==> src/hw/rtl/binary_max_heap_queue_top_assert.svh <==
// ----------------------------------------------------------------------------
// Heap queue assertion macros
// Concurrent assertion helpers shared by the heap queue RTL files.
// ----------------------------------------------------------------------------
`ifndef BINARY_MAX_HEAP_QUEUE_TOP_ASSERT_SVH
`define BINARY_MAX_HEAP_QUEUE_TOP_ASSERT_SVH

`ifndef SYNTHESIS

// Same-cycle implication, checked at every rising edge out of reset.
`define BMHQ_ASSERT_IMPLIES(label, clk, rst_n, cond, prop) \
	label: assert property (@(posedge clk) disable iff (!rst_n) (cond) |-> (prop)) \
		else $error("heap queue assertion failed");

// Next-cycle implication, checked at every rising edge out of reset.
`define BMHQ_ASSERT_NEXT(label, clk, rst_n, cond, prop) \
	label: assert property (@(posedge clk) disable iff (!rst_n) (cond) |=> (prop)) \
		else $error("heap queue assertion failed");

`else

`define BMHQ_ASSERT_IMPLIES(label, clk, rst_n, cond, prop)
`define BMHQ_ASSERT_NEXT(label, clk, rst_n, cond, prop)

`endif

`endif

==> src/hw/rtl/bmhq_pkg.sv <==
// ----------------------------------------------------------------------------
// Heap queue package
// Command and status codes, datapath operations and controller links.
// ----------------------------------------------------------------------------
`timescale 1ns / 1ps

package bmhq_pkg;

	localparam int KEY_W     = 32;
	localparam int INDEX_W   = 6;
	localparam int COUNT_W   = 7;
	localparam int COMMAND_W = 2;
	localparam int STATUS_W  = 3;

	// Value reported when a command returns no key.
	localparam logic signed [KEY_W-1:0] INT_MIN = {1'b1, {(KEY_W-1){1'b0}}};

	typedef enum logic [COMMAND_W-1:0] {
		CMD_INSERT   = 2'd0,
		CMD_EXTRACT  = 2'd1,
		CMD_INCREASE = 2'd2,
		CMD_DELETE   = 2'd3
	} cmd_e;

	typedef enum logic [STATUS_W-1:0] {
		ST_OK         = 3'd0,
		ST_FULL       = 3'd1,
		ST_EMPTY      = 3'd2,
		ST_BAD_INDEX  = 3'd3,
		ST_NOT_LARGER = 3'd4
	} status_e;

	// Operations the controller asks of the datapath, one per cycle.
	typedef enum logic [3:0] {
		DP_NOP,
		DP_LOAD,
		DP_INS_INIT,
		DP_EX_RD,
		DP_EX_LD,
		DP_INC_RD,
		DP_INC_INIT,
		DP_DEL_RD,
		DP_DEL_DROP,
		DP_DEL_LD,
		DP_UP_RD,
		DP_UP_MOVE,
		DP_UP_PLACE,
		DP_DN_RD,
		DP_DN_MOVE,
		DP_DN_PLACE
	} dp_op_e;

	typedef struct packed {
		dp_op_e  op;
		logic    res_load;
		status_e res_status;
	} dp_cmd_t;

	typedef struct packed {
		cmd_e cmd;
		logic full;
		logic empty;
		logic idx_bad;
		logic idx_last;
		logic pos_root;
		logic up_swap;
		logic not_larger;
		logic dn_move;
	} dp_sts_t;

endpackage

==> src/hw/rtl/bmhq_req_if.sv <==
// ----------------------------------------------------------------------------
// Heap queue request channel
// Valid/ready channel carrying one command item per transfer.
// ----------------------------------------------------------------------------
`timescale 1ns / 1ps

interface bmhq_req_if;
	logic               valid;
	logic               ready;
	logic [1:0]         command;
	logic signed [31:0] value;
	logic [5:0]         index;

	modport source (output valid, output command, output value, output index, input ready);
	modport sink (input valid, input command, input value, input index, output ready);
endinterface

==> src/hw/rtl/bmhq_rsp_if.sv <==
// ----------------------------------------------------------------------------
// Heap queue response channel
// Valid/ready channel carrying one result item per transfer.
// ----------------------------------------------------------------------------
`timescale 1ns / 1ps

interface bmhq_rsp_if;
	logic               valid;
	logic               ready;
	logic signed [31:0] result_value;
	logic [2:0]         status;
	logic [6:0]         count;

	modport source (output valid, output result_value, output status, output count, input ready);
	modport sink (input valid, input result_value, input status, input count, output ready);
endinterface

==> src/hw/rtl/bmhq_dp.sv <==
// ----------------------------------------------------------------------------
// Heap queue datapath
// Heap store, entry count, sift position and moving key, output registers.
// ----------------------------------------------------------------------------
`timescale 1ns / 1ps
`include "binary_max_heap_queue_top_assert.svh"

module bmhq_dp
	import bmhq_pkg::*;
#(
	parameter int CAPACITY = 64
) (
	input  logic                     clk,
	input  logic                     arst_n,
	input  logic [COMMAND_W-1:0]     req_command,
	input  logic signed [KEY_W-1:0]  req_value,
	input  logic [INDEX_W-1:0]       req_index,
	input  dp_cmd_t                  cmd,
	output dp_sts_t                  sts,
	output logic signed [KEY_W-1:0]  rsp_value,
	output logic [STATUS_W-1:0]      rsp_status,
	output logic [COUNT_W-1:0]       rsp_count
);

	localparam int AW   = (CAPACITY > 1) ? $clog2(CAPACITY) : 1;
	localparam int CW   = $clog2(CAPACITY + 1);
	localparam int LW   = AW + 2;
	localparam int CMPW = (CW > INDEX_W) ? CW : INDEX_W;

	// Latched request.
	cmd_e                    cmd_q;
	logic signed [KEY_W-1:0] val_q;
	logic [INDEX_W-1:0]      idx_q;

	// Heap state and sift registers.
	logic [CW-1:0]           cnt_q;
	logic [AW-1:0]           pos_q;
	logic signed [KEY_W-1:0] v_q;
	logic signed [KEY_W-1:0] res_q;

	// Heap store with two registered read ports and one write port.
	logic signed [KEY_W-1:0] mem [CAPACITY];
	logic signed [KEY_W-1:0] rd_a_q;
	logic signed [KEY_W-1:0] rd_b_q;
	logic [AW-1:0]           rd_a_addr;
	logic [AW-1:0]           rd_b_addr;
	logic                    rd_en;
	logic                    wr_en;
	logic signed [KEY_W-1:0] wr_data;

	// Output registers.
	logic signed [KEY_W-1:0] out_value_q;
	status_e                 out_status_q;
	logic [COUNT_W-1:0]      out_count_q;

	// Derived positions and comparisons.
	logic [CW-1:0]           cnt_dec;
	logic [CMPW-1:0]         idx_ext;
	logic [AW-1:0]           parent;
	logic [LW-1:0]           left;
	logic [LW-1:0]           right;
	logic                    left_win;
	logic                    right_win;
	logic [LW-1:0]           best_idx;
	logic signed [KEY_W-1:0] best_val;

	assign cnt_dec = cnt_q - CW'(1);
	assign idx_ext = CMPW'(idx_q);
	assign parent  = (pos_q - AW'(1)) >> 1;
	assign left    = {1'b0, pos_q, 1'b1};
	assign right   = left + LW'(1);

	// Child selection for a sift-down step: the larger child that beats the key.
	always_comb begin
		left_win  = (left < LW'(cnt_q)) && (rd_a_q > v_q);
		right_win = (right < LW'(cnt_q)) && (rd_b_q > (left_win ? rd_a_q : v_q));
		if (right_win) begin
			best_idx = right;
			best_val = rd_b_q;
		end else begin
			best_idx = left;
			best_val = rd_a_q;
		end
	end

	// Status back to the controller.
	always_comb begin
		sts.cmd        = cmd_q;
		sts.full       = (cnt_q == CW'(CAPACITY));
		sts.empty      = (cnt_q == '0);
		sts.idx_bad    = (idx_ext >= CMPW'(cnt_q));
		sts.idx_last   = (idx_ext == CMPW'(cnt_dec));
		sts.pos_root   = (pos_q == '0);
		sts.up_swap    = (v_q > rd_a_q);
		sts.not_larger = (rd_a_q >= val_q);
		sts.dn_move    = left_win || right_win;
	end

	// Read addresses and enables per operation.
	always_comb begin
		rd_a_addr = '0;
		rd_b_addr = '0;
		rd_en     = 1'b1;
		case (cmd.op)
			DP_EX_RD: begin
				rd_b_addr = cnt_dec[AW-1:0];
			end
			DP_INC_RD: begin
				rd_a_addr = idx_ext[AW-1:0];
			end
			DP_DEL_RD: begin
				rd_a_addr = cnt_dec[AW-1:0];
			end
			DP_UP_RD: begin
				rd_a_addr = parent;
			end
			DP_DN_RD: begin
				rd_a_addr = left[AW-1:0];
				rd_b_addr = right[AW-1:0];
			end
			default: begin
				rd_en = 1'b0;
			end
		endcase
	end

	// The store is written only at the current sift position.
	assign wr_en = cmd.op inside {DP_UP_MOVE, DP_UP_PLACE, DP_DN_MOVE, DP_DN_PLACE};

	always_comb begin
		case (cmd.op)
			DP_UP_MOVE: wr_data = rd_a_q;
			DP_DN_MOVE: wr_data = best_val;
			default:    wr_data = v_q;
		endcase
	end

	always_ff @(posedge clk) begin
		if (wr_en) begin
			mem[pos_q] <= wr_data;
		end
		if (rd_en) begin
			rd_a_q <= mem[rd_a_addr];
			rd_b_q <= mem[rd_b_addr];
		end
	end

	// Entry count.
	always_ff @(posedge clk or negedge arst_n) begin
		if (!arst_n) begin
			cnt_q <= '0;
		end else begin
			case (cmd.op)
				DP_INS_INIT: cnt_q <= cnt_q + CW'(1);
				DP_EX_RD, DP_DEL_RD, DP_DEL_DROP: cnt_q <= cnt_dec;
				default: cnt_q <= cnt_q;
			endcase
		end
	end

	// Request latch, sift position, moving key and extracted value.
	always_ff @(posedge clk) begin
		case (cmd.op)
			DP_LOAD: begin
				cmd_q <= cmd_e'(req_command);
				val_q <= req_value;
				idx_q <= req_index;
				res_q <= INT_MIN;
			end
			DP_INS_INIT: begin
				v_q   <= val_q;
				pos_q <= cnt_q[AW-1:0];
			end
			DP_EX_LD: begin
				res_q <= rd_a_q;
				v_q   <= rd_b_q;
				pos_q <= '0;
			end
			DP_INC_INIT: begin
				v_q   <= val_q;
				pos_q <= idx_ext[AW-1:0];
			end
			DP_DEL_LD: begin
				v_q   <= rd_a_q;
				pos_q <= idx_ext[AW-1:0];
			end
			DP_UP_MOVE: begin
				pos_q <= parent;
			end
			DP_DN_MOVE: begin
				pos_q <= best_idx[AW-1:0];
			end
			default: begin
			end
		endcase
	end

	// Result register toward the response channel.
	always_ff @(posedge clk) begin
		if (cmd.res_load) begin
			out_value_q  <= res_q;
			out_status_q <= cmd.res_status;
			out_count_q  <= COUNT_W'(cnt_q);
		end
	end

	assign rsp_value  = out_value_q;
	assign rsp_status = out_status_q;
	assign rsp_count  = out_count_q;

	`BMHQ_ASSERT_IMPLIES(a_cnt_bound, clk, arst_n, 1'b1, cnt_q <= CW'(CAPACITY))
	`BMHQ_ASSERT_IMPLIES(a_ins_not_full, clk, arst_n, cmd.op == DP_INS_INIT, !sts.full)
	`BMHQ_ASSERT_IMPLIES(a_rm_not_empty, clk, arst_n,
		cmd.op == DP_EX_RD || cmd.op == DP_DEL_RD || cmd.op == DP_DEL_DROP, !sts.empty)

endmodule

==> src/hw/rtl/bmhq_ctrl.sv <==
// ----------------------------------------------------------------------------
// Heap queue controller
// Sequences decode, sift-up and sift-down steps and the result handoff.
// ----------------------------------------------------------------------------
`timescale 1ns / 1ps
`include "binary_max_heap_queue_top_assert.svh"

module bmhq_ctrl
	import bmhq_pkg::*;
(
	input  logic    clk,
	input  logic    arst_n,
	input  logic    req_valid,
	output logic    req_ready,
	output logic    rsp_valid,
	input  logic    rsp_ready,
	input  dp_sts_t sts,
	output dp_cmd_t cmd
);

	typedef enum logic [3:0] {
		S_IDLE,
		S_DECODE,
		S_EX_LD,
		S_INC_CHK,
		S_DEL_LD,
		S_UP_RD,
		S_UP_CMP,
		S_DN_RD,
		S_DN_CMP,
		S_FINISH
	} state_t;

	state_t  state_q;
	state_t  state_d;
	logic    fallback_q;
	logic    fallback_d;
	status_e st_q;
	status_e st_d;
	logic    out_valid_q;
	logic    out_valid_d;

	assign req_ready = (state_q == S_IDLE);
	assign rsp_valid = out_valid_q;

	// Next state and the datapath operation for this cycle.
	always_comb begin
		state_d        = state_q;
		fallback_d     = fallback_q;
		st_d           = st_q;
		cmd.op         = DP_NOP;
		cmd.res_load   = 1'b0;
		cmd.res_status = st_q;
		case (state_q)
			S_IDLE: begin
				if (req_valid) begin
					cmd.op     = DP_LOAD;
					st_d       = ST_OK;
					fallback_d = 1'b0;
					state_d    = S_DECODE;
				end
			end
			S_DECODE: begin
				case (sts.cmd)
					CMD_INSERT: begin
						if (sts.full) begin
							st_d    = ST_FULL;
							state_d = S_FINISH;
						end else begin
							cmd.op  = DP_INS_INIT;
							state_d = S_UP_RD;
						end
					end
					CMD_EXTRACT: begin
						if (sts.empty) begin
							st_d    = ST_EMPTY;
							state_d = S_FINISH;
						end else begin
							cmd.op  = DP_EX_RD;
							state_d = S_EX_LD;
						end
					end
					CMD_INCREASE: begin
						if (sts.idx_bad) begin
							st_d    = ST_BAD_INDEX;
							state_d = S_FINISH;
						end else begin
							cmd.op  = DP_INC_RD;
							state_d = S_INC_CHK;
						end
					end
					CMD_DELETE: begin
						if (sts.idx_bad) begin
							st_d    = ST_BAD_INDEX;
							state_d = S_FINISH;
						end else if (sts.idx_last) begin
							// Deleting the last position just drops it.
							cmd.op  = DP_DEL_DROP;
							state_d = S_FINISH;
						end else begin
							cmd.op  = DP_DEL_RD;
							state_d = S_DEL_LD;
						end
					end
					default: begin
						state_d = S_IDLE;
					end
				endcase
			end
			S_EX_LD: begin
				cmd.op  = DP_EX_LD;
				state_d = S_DN_RD;
			end
			S_INC_CHK: begin
				if (sts.not_larger) begin
					st_d    = ST_NOT_LARGER;
					state_d = S_FINISH;
				end else begin
					cmd.op  = DP_INC_INIT;
					state_d = S_UP_RD;
				end
			end
			S_DEL_LD: begin
				// The moved key tries upward first and falls back to a sift down.
				cmd.op     = DP_DEL_LD;
				fallback_d = 1'b1;
				state_d    = S_UP_RD;
			end
			S_UP_RD: begin
				if (sts.pos_root) begin
					if (fallback_q) begin
						fallback_d = 1'b0;
						state_d    = S_DN_RD;
					end else begin
						cmd.op  = DP_UP_PLACE;
						state_d = S_FINISH;
					end
				end else begin
					cmd.op  = DP_UP_RD;
					state_d = S_UP_CMP;
				end
			end
			S_UP_CMP: begin
				if (sts.up_swap) begin
					cmd.op     = DP_UP_MOVE;
					fallback_d = 1'b0;
					state_d    = S_UP_RD;
				end else if (fallback_q) begin
					fallback_d = 1'b0;
					state_d    = S_DN_RD;
				end else begin
					cmd.op  = DP_UP_PLACE;
					state_d = S_FINISH;
				end
			end
			S_DN_RD: begin
				cmd.op  = DP_DN_RD;
				state_d = S_DN_CMP;
			end
			S_DN_CMP: begin
				if (sts.dn_move) begin
					cmd.op  = DP_DN_MOVE;
					state_d = S_DN_RD;
				end else begin
					cmd.op  = DP_DN_PLACE;
					state_d = S_FINISH;
				end
			end
			S_FINISH: begin
				// Hand the result over once the output register is free.
				if (!out_valid_q || rsp_ready) begin
					cmd.res_load = 1'b1;
					state_d      = S_IDLE;
				end
			end
			default: begin
				state_d = S_IDLE;
			end
		endcase
	end

	always_comb begin
		if (cmd.res_load) begin
			out_valid_d = 1'b1;
		end else if (rsp_ready) begin
			out_valid_d = 1'b0;
		end else begin
			out_valid_d = out_valid_q;
		end
	end

	// State and registered control outputs.
	always_ff @(posedge clk or negedge arst_n) begin
		if (!arst_n) begin
			state_q     <= S_IDLE;
			fallback_q  <= 1'b0;
			st_q        <= ST_OK;
			out_valid_q <= 1'b0;
		end else begin
			state_q     <= state_d;
			fallback_q  <= fallback_d;
			st_q        <= st_d;
			out_valid_q <= out_valid_d;
		end
	end

	`BMHQ_ASSERT_IMPLIES(a_no_overwrite, clk, arst_n, cmd.res_load, !out_valid_q || rsp_ready)
	`BMHQ_ASSERT_NEXT(a_load_shows, clk, arst_n, cmd.res_load, out_valid_q)
	`BMHQ_ASSERT_IMPLIES(a_fallback_delete, clk, arst_n, fallback_q, sts.cmd == CMD_DELETE)

endmodule

==> src/hw/rtl/binary_max_heap_queue_top.sv <==
// ----------------------------------------------------------------------------
// Binary max-heap priority queue
// Signed 32-bit keys in a heap store with insert, extract-max, increase-key
// and delete-at-index commands, one result per command.
//
//   Channel  Role  Fields
//   req      sink  command[1:0], value[31:0] signed, index[5:0]
//   rsp      src   result_value[31:0] signed, status[2:0], count[6:0]
//
// One command is processed at a time. A command refused at decode goes straight to the
// result register; an increase that is not larger reads the key, then compares it;
// a heap command walks the levels, each taking a registered store read, then a compare
// and write back. The controller is idle again once the result is registered, so the
// next req transfer can follow even while rsp is stalled; a finished result waits, with
// req held off, until rsp frees up.
// Reset clears the entry count; the store itself is never cleared.
// ----------------------------------------------------------------------------
`timescale 1ns / 1ps

module binary_max_heap_queue_top
	import bmhq_pkg::*;
#(
	parameter int CAPACITY = 64
) (
	input logic        clk,
	input logic        arst_n,
	bmhq_req_if.sink   req,
	bmhq_rsp_if.source rsp
);

	dp_cmd_t cmd;
	dp_sts_t sts;

	// Sequencer.
	bmhq_ctrl u_ctrl (
		.clk       (clk),
		.arst_n    (arst_n),
		.req_valid (req.valid),
		.req_ready (req.ready),
		.rsp_valid (rsp.valid),
		.rsp_ready (rsp.ready),
		.sts       (sts),
		.cmd       (cmd)
	);

	// Heap store and arithmetic.
	bmhq_dp #(
		.CAPACITY (CAPACITY)
	) u_dp (
		.clk         (clk),
		.arst_n      (arst_n),
		.req_command (req.command),
		.req_value   (req.value),
		.req_index   (req.index),
		.cmd         (cmd),
		.sts         (sts),
		.rsp_value   (rsp.result_value),
		.rsp_status  (rsp.status),
		.rsp_count   (rsp.count)
	);

endmodule
==> src/flat_wrapper.sv <==
// flat-port wrapper written by rule: the top's interface ports become plain ports
module binary_max_heap_queue_top_flat import bmhq_pkg::*;
#(
	parameter int CAPACITY = 64
)
  (clk, arst_n, req_valid, req_command, req_value, req_index, req_ready, rsp_valid, rsp_result_value, rsp_status, rsp_count, rsp_ready);
  bmhq_req_if req_i ();
  bmhq_rsp_if rsp_i ();
  input logic clk;
  input logic arst_n;
  input wire logic [$bits(req_i.valid)-1:0] req_valid;
  input wire logic [$bits(req_i.command)-1:0] req_command;
  input wire logic [$bits(req_i.value)-1:0] req_value;
  input wire logic [$bits(req_i.index)-1:0] req_index;
  output wire logic [$bits(req_i.ready)-1:0] req_ready;
  output wire logic [$bits(rsp_i.valid)-1:0] rsp_valid;
  output wire logic [$bits(rsp_i.result_value)-1:0] rsp_result_value;
  output wire logic [$bits(rsp_i.status)-1:0] rsp_status;
  output wire logic [$bits(rsp_i.count)-1:0] rsp_count;
  input wire logic [$bits(rsp_i.ready)-1:0] rsp_ready;
  assign req_i.valid = req_valid;
  assign req_i.command = req_command;
  assign req_i.value = req_value;
  assign req_i.index = req_index;
  assign req_ready = req_i.ready;
  assign rsp_valid = rsp_i.valid;
  assign rsp_result_value = rsp_i.result_value;
  assign rsp_status = rsp_i.status;
  assign rsp_count = rsp_i.count;
  assign rsp_i.ready = rsp_ready;
  binary_max_heap_queue_top #(.CAPACITY(CAPACITY)) u_core (.clk(clk), .arst_n(arst_n), .req(req_i), .rsp(rsp_i));
endmodule
==> config.mk <==
export PLATFORM = sky130hd
export DESIGN_NAME = binary_max_heap_queue_top_flat
export DESIGN_NICKNAME = d
export VERILOG_FILES = /design/src/hw/rtl/bmhq_pkg.sv /design/src/hw/rtl/bmhq_req_if.sv /design/src/hw/rtl/bmhq_rsp_if.sv /design/src/hw/rtl/bmhq_dp.sv /design/src/hw/rtl/bmhq_ctrl.sv /design/src/hw/rtl/binary_max_heap_queue_top.sv /design/src/flat_wrapper.sv
export VERILOG_INCLUDE_DIRS = /design/src /design/src/hw/rtl
export SDC_FILE = /design/constraint.sdc
export NUM_CORES = 2
export LEC_CHECK = 0
export ABC_CLOCK_PERIOD_IN_PS = 8150
export BUFFER_PORTS_ARGS = -buffer_cell sky130_fd_sc_hd__buf_2
export CAP_MARGIN = 20
export CELL_PAD_IN_SITES_DETAIL_PLACEMENT = 1
export CELL_PAD_IN_SITES_GLOBAL_PLACEMENT = 1
export CORE_UTILIZATION = 25
export DETAILED_ROUTE_END_ITERATION = 12
export PLACE_DENSITY_LB_ADDON = 0.1
export RECOVER_POWER = 25
export SLEW_MARGIN = 0
export SYNTH_ARGS = -nofsm -noshare
export SYNTH_HDL_FRONTEND = slang
export SYNTH_SLANG_ARGS = --single-unit
==> constraint.sdc <==
create_clock -name clk -period 8.15 [get_ports clk]
set_input_delay 1.63 -clock clk [delete_from_list [all_inputs] [get_ports clk]]
set_output_delay 1.63 -clock clk [all_outputs]
set_load 0.02 [all_outputs]
==> reports/metrics.csv <==
metric,value,unit
max_freq,129,MHz
synth-seq-cells,2280,
drt_wl_total,560000,um
period_share,0.949,
die_w,671,um
cp_top_family,simple AND/OR/NAND/NOR gates,
grt_max_degree,115,
cts_buffer_depth,4,
crit_chain,inv_1 > ha_1 > xnor2_1 > xnor2_1 > nor3_1 > nand4_1 > o21ai_0 > o211ai_1 > clkbuf_1 > a21oi_1 > a21oi_1 > clkbuf_1 > nor2_1 > clkbuf_4,
tightest_slew,2.66,ns
synth_cell_types,86,
cts_resized,0,
clock_latency,0.96,ns
slew-limit-headroom,-0.776,
grt_first_pass_wirelength,770000,um
skew,0.0520,ns
dr_total_vias,89901,
grt-ovfl-total,0,
status,"complete, but fails checks",
critPathMaxStageDelay,1.21,ns
power.leakage,0.0444,uW
synthesis.nets,10413,
root_buffer,clkbuf_16,
synth-edff-count,2264,
synth.mux.area_fraction,0.0415,
track_usage,0.241,
finalHoldViolations,0,
synth.most_common_cell,nand2_1,
hold_path.startpoint,u_core.u_dp.res_q[29]$_SDFFCE_PN0P_,
grt_antenna_before_repair,55,
critPathBufInv,4,
synthXorXnorAreaFrac,0.00240,
drt_first_pass_iters,6,
cap_viol_max_count,27,
vias_per_cell,5.48,
grt_setup_unrepaired,no,
syn_inst,10251,
synth-simple-area-share,0.173,
dpl.hpwl,343000,um
endpoint_kind,flip-flop,
synth_area,0.112,mm2
htreeDepth,5,
synth_commonest_cells,"nand2_1 (2768), edfxtp_1 (2264), nand3_1 (1146), a21oi_1 (789), clkbuf_1 (482)",
crit_path_start,u_core.u_dp.cnt_q[0]$_DFFE_PN0P_,
drt_iter0_drc,8284,
drive_gt1_frac,0.106,
postSynthAreaPerCell,10.9,um2
finalMaxSlewViolations,698,
grt_pass1_vias,91146,
yosys_warnings,0,
place.port_buffers,87,
violations,"capacitance limit, slew limit",
rows,245,
dieHeight,671,um
finalPower,52500,uW
drt-wirelength-per-cell,34.1,um
cp_data_required_time,8.69,ns
ir_drop,0.329,mV
crit_arrival,8.27,ns
final_cells,16416,
cts.sinks,2280,
cts_buffers,287,
power.density,400,mW/mm2
cts_setup_buffers,0,
synthTopCellsByArea,"edfxtp_1 (61%), nand2_1 (9.3%), nand3_1 (5.1%), a21oi_1 (3.5%), a311oi_1 (2.5%)",
fillers,48799,
crit_slowest_cell,nor2_1,
finalSetupTns,0,ns
holdWs,0.420,ns
layout-area-overhead-vs-synth,17.3,%
synth-seq-area-share,0.612,
synth_top_cell_area_share,0.608,
startpoint_type,flip-flop,
synth_top_area_cell,edfxtp_1,
io_pins,88,
die-area,0.450,mm2
final_nets,10404,
worst_slack,0.417,ns
setup_violations,0,
min-delay-path-class,flip-flop to flip-flop,
core-area,0.445,mm2
synth_top_family_by_area,simple AND/OR/NAND/NOR gates,
cts_tree,yes,
clk_pin_slew_worst_paths,0.06,ns
synth-compound-area-share,0.123,
place_congestion,0.813,
start_util,0.251,
period_minus_slack,7.73,ns
drtAntennaViolNets,0,
crit_fanout,27,
critPathKind,flip-flop to flip-flop,
synthAdderAreaFrac,0.0132,
synthFlopType,edfxtp_1,
synthArstFlopShare,0.00702,
r2r_start,u_core.u_dp.cnt_q[0]$_DFFE_PN0P_,
drc,0,
pre_cts_ws,0.790,ns
placed_cells,15876,
ctsHoldBuffers,0,
-- worst paths after layout --
check,endpoint,slack (ns),cells after the start
setup / recovery,u_core.u_dp.mem[28][18]$_DFFE_PP_,0.42,14
hold / removal,u_core.u_dp.rsp_value[29]$_DFFE_PP_,0.42,0
setup reg to reg,u_core.u_dp.mem[28][18]$_DFFE_PP_,0.42,14
hold reg to reg,u_core.u_dp.rsp_value[29]$_DFFE_PP_,0.42,0
max in group asynchronous,u_core.u_ctrl.st_q[1]$_DFFE_PN0P_,6.60,1
min in group asynchronous,u_core.u_ctrl.st_q[2]$_DFFE_PN0P_,0.89,1
-- worst reg2reg max path: cells and delay by family (launching register included) --
kind	cells	cell delay [ns]
AOI/OAI and AO/OA	4	1.27
xor gates and xnor gates	2	0.69
adders and majority gates	1	0.28
buffers and inverters	4	1.79
DFF	1	0.72
and+or+nand+nor	3	2.49
-- registers in the layout, indices dropped and copies added (netlist names) --
signal / cells
u_core.u_dp.pos_q: 6
u_core.u_dp.rd_b_q: 32
u_core.u_ctrl.state_q: 4
u_core.u_dp.rsp_count: 7
u_core.u_dp.idx_q: 6
u_core.u_dp.val_q: 32
u_core.u_dp.cnt_q: 7
u_core.u_dp.mem: 2048
u_core.u_dp.rsp_status: 3
u_core.u_dp.rd_a_q: 32
u_core.u_dp.res_q: 32
u_core.u_dp.rsp_value: 32
u_core.u_ctrl.rsp_valid: 1
u_core.u_dp.cmd_q: 2
u_core.u_dp.v_q: 32
u_core.u_ctrl.fallback_q: 1
u_core.u_ctrl.st_q: 3
-- layout make-up --
class / instances / area (um2) / area share
multi-input combinational: 7046 / 40400 / 0.308
clock buffer: 359 / 7680 / 0.0586
tap: 5928 / 7420 / 0.0565
inverter: 84 / 315 / 0.00240
timing repair buffer: 543 / 5540 / 0.0422
antenna: 26 / 65.1 / 0.000496
sequential: 2280 / 68400 / 0.521
clock inverter: 150 / 1330 / 0.0102
-- routing by layer --
layer / vias to the layer above / global-route usage / share of wire
met5: - / 0 / 0.00021
met4: 16 / 0.0595 / 0.027
met3: 715 / 0.0348 / 0.054
met2: 2832 / 0.399 / 0.47
met1: 48102 / 0.332 / 0.45
li1: 38236 / - / -
-- placed cells by master (no fill, tap or decap), types with 57 or more instances in the layout --
cell type	instances
and2_1	134
clkbuf_16	297
a21oi_1	782
buf_4	271
mux4_2	106
nand3_1	1142
o22ai_1	85
edfxtp_1	2264
buf_12	148
a211oi_1	161
a31oi_1	151
a22oi_1	99
clkinv_1	65
nor2_1	141
ha_1	118
a221oi_1	66
nand4_1	57
mux2i_1	220
a311oi_1	324
inv_1	84
o21ai_0	93
clkbuf_1	129
nand2_1	2767
-- metrics by stage --
step           instance area (um2)   util
2_1_floorplan               112000      -
3_3_place_gp                123000  0.275
3_5_place_dp                123000  0.275
4_1_cts                     132000  0.296
5_1_grt                     131000  0.295
6_report                    131000  0.295
-- power breakdown --
group          internal (uW)  leakage [uW]  switching (uW)
clock network           7390       0.00442            5330
registers              16300        0.0206             577
logic                   6070        0.0193           16800
-- kinds of logic after synthesis --
logic type	count (synthesis)
adder cells (fa/ha/maj)	118
flip-flops	2280
buffers and inverters	925
XOR/XNOR	26
multiplexers	330
AND/OR/NAND/NOR	4488
AO/OA/AOI/OAI	2084
Power figures use the tool's default switching activity.
